File: src/rtl/core/gdd_pkg.sv
`timescale 1ns / 1ps

package gdd_pkg;

  localparam int YEAR_W   = 14;
  localparam int MONTH_W  = 4;
  localparam int DAY_W    = 5;
  localparam int SERIAL_W = 22;
  localparam int DIFF_W   = 23;
  localparam int QUOT_W   = 8;
  localparam int PROD_W   = 27;

  localparam logic [YEAR_W-1:0]   YEAR_MAX  = 14'd9999;
  localparam logic [MONTH_W-1:0]  MONTH_MAX = 4'd12;
  localparam logic [MONTH_W-1:0]  FEBRUARY  = 4'd2;
  localparam logic [DAY_W-1:0]    LEAP_FEB  = 5'd29;
  localparam logic [PROD_W-1:0]   RECIP_100 = 27'd5243;
  localparam int                  RECIP_SH  = 19;
  localparam logic [SERIAL_W:0]   YEAR_DAYS = 23'd365;
  localparam logic [6:0]          HUNDRED   = 7'd100;

  typedef struct packed {
    logic [YEAR_W-1:0]  first_year;
    logic [MONTH_W-1:0] first_month;
    logic [DAY_W-1:0]   first_day;
    logic [YEAR_W-1:0]  second_year;
    logic [MONTH_W-1:0] second_month;
    logic [DAY_W-1:0]   second_day;
    logic               include_end;
  } gdd_in_t;

  typedef struct packed {
    logic signed [DIFF_W-1:0] day_difference;
    logic                     date_invalid;
  } gdd_out_t;

  function automatic logic [DAY_W-1:0] month_len(input logic [MONTH_W-1:0] m);
    logic [DAY_W-1:0] len;
    unique case (m)
      4'd1, 4'd3, 4'd5, 4'd7, 4'd8, 4'd10, 4'd12: len = 5'd31;
      4'd4, 4'd6, 4'd9, 4'd11:                    len = 5'd30;
      4'd2:                                       len = 5'd28;
      default:                                    len = 5'd0;
    endcase
    return len;
  endfunction

  function automatic logic [8:0] days_before(input logic [MONTH_W-1:0] m);
    logic [8:0] n;
    unique case (m)
      4'd2:    n = 9'd31;
      4'd3:    n = 9'd59;
      4'd4:    n = 9'd90;
      4'd5:    n = 9'd120;
      4'd6:    n = 9'd151;
      4'd7:    n = 9'd181;
      4'd8:    n = 9'd212;
      4'd9:    n = 9'd243;
      4'd10:   n = 9'd273;
      4'd11:   n = 9'd304;
      4'd12:   n = 9'd334;
      default: n = 9'd0;
    endcase
    return n;
  endfunction

endpackage

File: src/rtl/core/gdd_serial.sv
`timescale 1ns / 1ps

module gdd_serial (
  input  logic                            clk,
  input  logic                            en,
  input  logic [gdd_pkg::YEAR_W-1:0]      year,
  input  logic [gdd_pkg::MONTH_W-1:0]     month,
  input  logic [gdd_pkg::DAY_W-1:0]       day,
  output logic [gdd_pkg::SERIAL_W-1:0]    serial,
  output logic                            ok
);

  logic [gdd_pkg::PROD_W-1:0]   prod_y;
  logic [gdd_pkg::PROD_W-1:0]   prod_p;
  logic [gdd_pkg::YEAR_W-1:0]   p_next;

  logic [gdd_pkg::YEAR_W-1:0]   y1;
  logic [gdd_pkg::YEAR_W-1:0]   p1;
  logic [gdd_pkg::MONTH_W-1:0]  m1;
  logic [gdd_pkg::DAY_W-1:0]    d1;
  logic [gdd_pkg::QUOT_W-1:0]   qy1;
  logic [gdd_pkg::QUOT_W-1:0]   qp1;

  logic [gdd_pkg::YEAR_W:0]     cent;
  logic                         div100;
  logic                         leap;
  logic [gdd_pkg::DAY_W-1:0]    len;
  logic                         ok_next;
  logic [gdd_pkg::SERIAL_W:0]   years_days;
  logic [gdd_pkg::SERIAL_W-1:0] base_next;
  logic [8:0]                   extra_next;

  logic [gdd_pkg::SERIAL_W-1:0] base2;
  logic [8:0]                   extra2;
  logic                         ok2;

  assign p_next = year - 14'd1;
  assign prod_y = gdd_pkg::PROD_W'(year) * gdd_pkg::RECIP_100;
  assign prod_p = gdd_pkg::PROD_W'(p_next) * gdd_pkg::RECIP_100;

  always_ff @(posedge clk) begin
    if (en) begin
      y1  <= year;
      p1  <= p_next;
      m1  <= month;
      d1  <= day;
      qy1 <= prod_y[gdd_pkg::PROD_W-1:gdd_pkg::RECIP_SH];
      qp1 <= prod_p[gdd_pkg::PROD_W-1:gdd_pkg::RECIP_SH];
    end
  end

  always_comb begin
    cent   = (gdd_pkg::YEAR_W + 1)'(qy1) * (gdd_pkg::YEAR_W + 1)'(gdd_pkg::HUNDRED);
    div100 = (cent == {1'b0, y1});
    leap   = ((y1[1:0] == 2'd0) && !div100) || (div100 && (qy1[1:0] == 2'd0));
    len    = ((m1 == gdd_pkg::FEBRUARY) && leap) ? gdd_pkg::LEAP_FEB : gdd_pkg::month_len(m1);
    ok_next = (y1 != '0) && (y1 <= gdd_pkg::YEAR_MAX) && (m1 != '0) &&
              (m1 <= gdd_pkg::MONTH_MAX) && (d1 != '0) && (d1 <= len);
    years_days = (gdd_pkg::SERIAL_W + 1)'(p1) * gdd_pkg::YEAR_DAYS;
    base_next  = gdd_pkg::SERIAL_W'(years_days + (gdd_pkg::SERIAL_W + 1)'(p1 >> 2)
                 - (gdd_pkg::SERIAL_W + 1)'(qp1) + (gdd_pkg::SERIAL_W + 1)'(qp1 >> 2));
    extra_next = gdd_pkg::days_before(m1) + 9'(d1) +
                 9'((m1 > gdd_pkg::FEBRUARY) && leap);
  end

  always_ff @(posedge clk) begin
    if (en) begin
      base2  <= base_next;
      extra2 <= extra_next;
      ok2    <= ok_next;
    end
  end

  always_ff @(posedge clk) begin
    if (en) begin
      serial <= base2 + gdd_pkg::SERIAL_W'(extra2);
      ok     <= ok2;
    end
  end

endmodule

File: src/rtl/core/gregorian_date_difference_top.sv
`timescale 1ns / 1ps
// Gregorian date difference in days.
// The dates channel carries one beat per request: two calendar dates and the
// include_end flag. The diff channel carries one beat per request: the signed
// day count from the first date to the second, and date_invalid, which is set
// with a zero count when either date is not a real calendar date.
// Each date is turned into a serial day number by its own pipeline, and the
// two numbers are subtracted in the last stage.
// When the receiver does not stall, diff_valid rises once the accepted dates beat
// has passed through every stage register. One request is accepted every cycle
// while no result waits or diff_ready is high; the four-stage pipeline advances as a whole.
// When the receiver holds diff_ready low while a result waits, every stage
// freezes and dates_ready falls; nothing is lost or repeated.
// Synchronous reset empties the pipeline; results in flight are dropped.
module gregorian_date_difference_top (
  input  logic              clk,
  input  logic              rst,
  input  logic              dates_valid,
  output logic              dates_ready,
  input  gdd_pkg::gdd_in_t  dates,
  output logic              diff_valid,
  input  logic              diff_ready,
  output gdd_pkg::gdd_out_t diff
);

  logic                         en;
  logic                         v1;
  logic                         v2;
  logic                         v3;
  logic                         inc1;
  logic                         inc2;
  logic                         inc3;
  logic [gdd_pkg::SERIAL_W-1:0] serial_a;
  logic [gdd_pkg::SERIAL_W-1:0] serial_b;
  logic                         ok_a;
  logic                         ok_b;
  logic [gdd_pkg::DIFF_W-1:0]   raw;
  gdd_pkg::gdd_out_t            diff_next;

  assign en          = !diff_valid || diff_ready;
  assign dates_ready = en;

  gdd_serial u_first (
    .clk    (clk),
    .en     (en),
    .year   (dates.first_year),
    .month  (dates.first_month),
    .day    (dates.first_day),
    .serial (serial_a),
    .ok     (ok_a)
  );

  gdd_serial u_second (
    .clk    (clk),
    .en     (en),
    .year   (dates.second_year),
    .month  (dates.second_month),
    .day    (dates.second_day),
    .serial (serial_b),
    .ok     (ok_b)
  );

  always_ff @(posedge clk) begin
    if (rst) begin
      v1         <= 1'b0;
      v2         <= 1'b0;
      v3         <= 1'b0;
      diff_valid <= 1'b0;
    end else if (en) begin
      v1         <= dates_valid;
      v2         <= v1;
      v3         <= v2;
      diff_valid <= v3;
    end
  end

  always_ff @(posedge clk) begin
    if (en) begin
      inc1 <= dates.include_end;
      inc2 <= inc1;
      inc3 <= inc2;
    end
  end

  always_comb begin
    raw = {1'b0, serial_b} - {1'b0, serial_a};
    diff_next = '0;
    if (!(ok_a && ok_b)) begin
      diff_next.date_invalid = 1'b1;
    end else if (inc3 && raw[gdd_pkg::DIFF_W-1]) begin
      diff_next.day_difference = $signed(raw - 23'd1);
    end else if (inc3) begin
      diff_next.day_difference = $signed(raw + 23'd1);
    end else begin
      diff_next.day_difference = $signed(raw);
    end
  end

  always_ff @(posedge clk) begin
    if (en) begin
      diff <= diff_next;
    end
  end

endmodule

File: config.mk
export PLATFORM = sky130hd
export DESIGN_NAME = gregorian_date_difference_top
export DESIGN_NICKNAME = d
export VERILOG_FILES = /design/src/rtl/core/gdd_pkg.sv /design/src/rtl/core/gdd_serial.sv /design/src/rtl/core/gregorian_date_difference_top.sv
export SDC_FILE = /design/constraint.sdc
export NUM_CORES = 2
export LEC_CHECK = 0
export BUFFER_PORTS_ARGS = -buffer_cell sky130_fd_sc_hd__clkbuf_2
export CORE_ASPECT_RATIO = 0.9
export CORE_MARGIN = 8
export CORE_UTILIZATION = 45
export DETAILED_ROUTE_END_ITERATION = 8
export SLEW_MARGIN = 20
export SYNTH_ARGS = -nofsm -noshare
export SYNTH_HDL_FRONTEND = slang
export SYNTH_SLANG_ARGS = --single-unit
export TNS_END_PERCENT = 100
File: constraint.sdc
create_clock -name clk -period 28.7 [get_ports clk]
set_clock_uncertainty 0.1 [all_clocks]
set_input_delay 0 -clock clk [delete_from_list [all_inputs] [get_ports clk]]
set_output_delay 0 -clock clk [all_outputs]
set_load 0.1 [all_outputs]
==> metrics.md <==
| Metric | Value |
|---|---|
| Post-CTS sizing | 0 |
| Core Rows | 98 |
| CTS Buf Count | 37 |
| Most frequent cells in the layout | inv_1, ha_1, fa_1 |
| DP Worst Slack | approximately 21 ns |
| Drt first pass iters | 5 |
| Clk_lat worst skew | ~0.56 ns |
| Global-route wire length before repair | roughly 120000 µm |
| Width of the chip | between 300 and 400 µm |
| Final worst slack | approximately 21 ns |
| Slowest stage delay, CP | between 0.5 and 0.6 ns |
| Final setup vio count | 0 |
| Final nets | 4755 |
| Grt total ovfl | 0 |
| Wire per inst | between 15 and 20 µm |
| Reg clk slew, reported paths | around 0.06 ns |
| GP Congestion | 0.845 |
| Most used cell, CP | inv_1 |
| Vias per cell | 4.83 |
| Fin crit share | 0.259 |
| Worst EP required | approximately 29 ns |
| Max-cap viol count | 0 |
| GR Util met2 | 0.253 |
| Top_reg_cell synth | edfxtp_1 |
| Critical path type | in -> reg |
| DP Wirelength | approximately 60000 µm |
| Vias | ~22000 |
| CTS tree | done |
| Area contributors post-synth | ha_1, fa_1, edfxtp_1 |
| Commonest non-fill, non-tap cell in the layout | inv_1 |
| Most Used Layer, Global Route | met2 |
| Post-synth EDFFs | between 200 and 250 |
| Reg area | 0.00786 mm² |
| Slew Limit Fails | 0 |
| Final Hold Viols | 0 |
| IO Pins | between 70 and 80 |
| Slew margin rel. | 0.281 |
| Largest net degree at the start of global routing | 68 |
| Longest Clk Path Bufs | 3 |
| CP Data Arrival Time | between 7 and 8 ns |
| Met3 Use GR | 0.0229 |
| Die ar. | ~0.089 mm² |
| FILL cells | between 7000 and 8000 |
| Htree depth | 2 |
| Top cell type's share of synthesized area | 0.251 |
| Initial Util | 0.452 |
| Setup TNS Final | 0 ns |
| Initial antenna violation count | 4 |
| Worst-path maximum fanout | 7 |
| Vias in the first global route | 23500 |
| Tot GR Track Use | 0.165 |
| Status | completed |
| Final wirelength | about 71000 µm |
| Worst slew pin tran | between 1 and 1.5 ns |
| Worst path slowest cell | dlygate4sd3_1 |
| Avg Cell Area, Syn | between 10 and 15 µm² |
| Fmax | between 100 and 150 MHz |
| Yosys cell types | between 80 and 90 |
| Port Buf Inserts | 76 |
| RSZ-0062 raised after global routing | no |
| Die Ht | about 280 µm |
| Register area share after synthesis | 0.220 |
| Residual DRC | 0 |
| Area taken by multi-input logic gates | ~0.025 mm² |
| Final min period | 7.43 ns |
| Worst Setup End Kind | flop |
| Clock sinks | ~270 |
| Layout cells sized above 1 | 0.0478 |
| Met1 Use GR | 0.246 |
| HP Class | in -> reg |
| Hold WS | 0.0505 ns |
| Synth Warn # | 0 |
| DRT antenna net count | 0 |
| Post-Syn Nets | approximately 4600 |
| Synth area leader | ha_1 |
| Worst setup SP type | input port |
| CTS Root Cell | clkbuf_16 |
| Synth Instances | ~3400 |
| P&R area growth vs syn | 9.36% |
| Async SR Flop Fraction | 0 |
| Initial DRC Count | around 890 |
| Synth Register Bits | roughly 270 |
| Post-Syn Area | 0.0358 mm² |
| CORE AREA | 0.0791 mm² |
-- path summary, 6_finish.rpt --
check / startpoint / slack [ns] / cells after the start / to
min: dates[24] / 0.05 / 2 / u_first.d1[0]
max: dates[12] / 21.27 / 31 / u_second.qp1[7]
min reg2reg: u_first.ok2 / 0.32 / 0 / u_first.ok
max reg2reg: u_first.p1[5] / 22.85 / 20 / u_first.base2[21]
-- what timing repair did --
item | CTS | global route
hold buffers | 49 | 0
setup buffers | 0 | 0
hold endpoints to repair | 77 | 0
-- cells in the mapped netlist, types with 50 or more instances --
cell type / n
a21o_1: 50
a21oi_1: 93
edfxtp_1: 243
fa_1: 416
ha_1: 718
inv_1: 855
nand2_1: 105
nand3_1: 56
nor2_1: 126
o21ai_0: 75
xnor2_1: 163
xor2_1: 53
-- registers in the layout, indices dropped and copies added (netlist names), 8 cells and up, named ones only --
register,cells
u_second.serial,22
u_first.qp1,8
u_first.serial,22
u_first.y1,14
u_first.base2,22
u_first.p1,14
u_second.qy1,8
u_first.extra2,9
u_second.base2,22
u_second.qp1,8
u_second.p1,14
u_first.qy1,8
diff,24
u_second.extra2,9
u_second.y1,14
-- layer usage --
metal / vias up / part of all wire
met5: - / 0.00038
met4: 4 / 0.019
met3: 82 / 0.037
met2: 275 / 0.43
met1: 10600 / 0.52
li1: 11400 / -
-- cells by family after synthesis --
group	after synthesis	synth area share
adder cells (fa/ha/maj)	1134	0.484
buffers and inverters	874	0.0923
AND/OR/NAND/NOR	511	0.0726
AO/OA/AOI/OAI	377	0.0699
flip-flops	271	0.220
XOR/XNOR	216	0.0529
multiplexers	30	0.00850
-- area by class of cell --
cell class | instances | share of cell area
Multi-Input combinational cell | 2268 | 0.629
Sequential cell | 271 | 0.201
Clock buffer | 49 | 0.0256
Timing Repair Buffer | 136 | 0.0244
Clock inverter | 18 | 0.00397
Tap cell | 1050 | 0.0336
Inverter | 856 | 0.0822
Antenna cell | 1 | 0.0000640
-- stage by stage --
stage / util / instances / instance area (µm²)
after global placement: 0.474 / 4532 / 37500
after detailed placement: 0.474 / 4532 / 37500
after floorplan: - / 3413 / 35800
after CTS: 0.494 / 4648 / 39100
final: 0.494 / 4649 / 39100
after global routing: 0.494 / 4648 / 39100
-- critical path: cells and delay by family --
family	cells	cell delay, ns
adder cells (fa/ha/maj)	7	2.60
XOR/XNOR	2	0.64
AO/OA/AOI/OAI	14	2.94
buffers and inverters	8	1.44
Power is left out: the tool's default activity adds up to more than one toggle a clock period on the data nets, which glitch-free logic cannot reach.
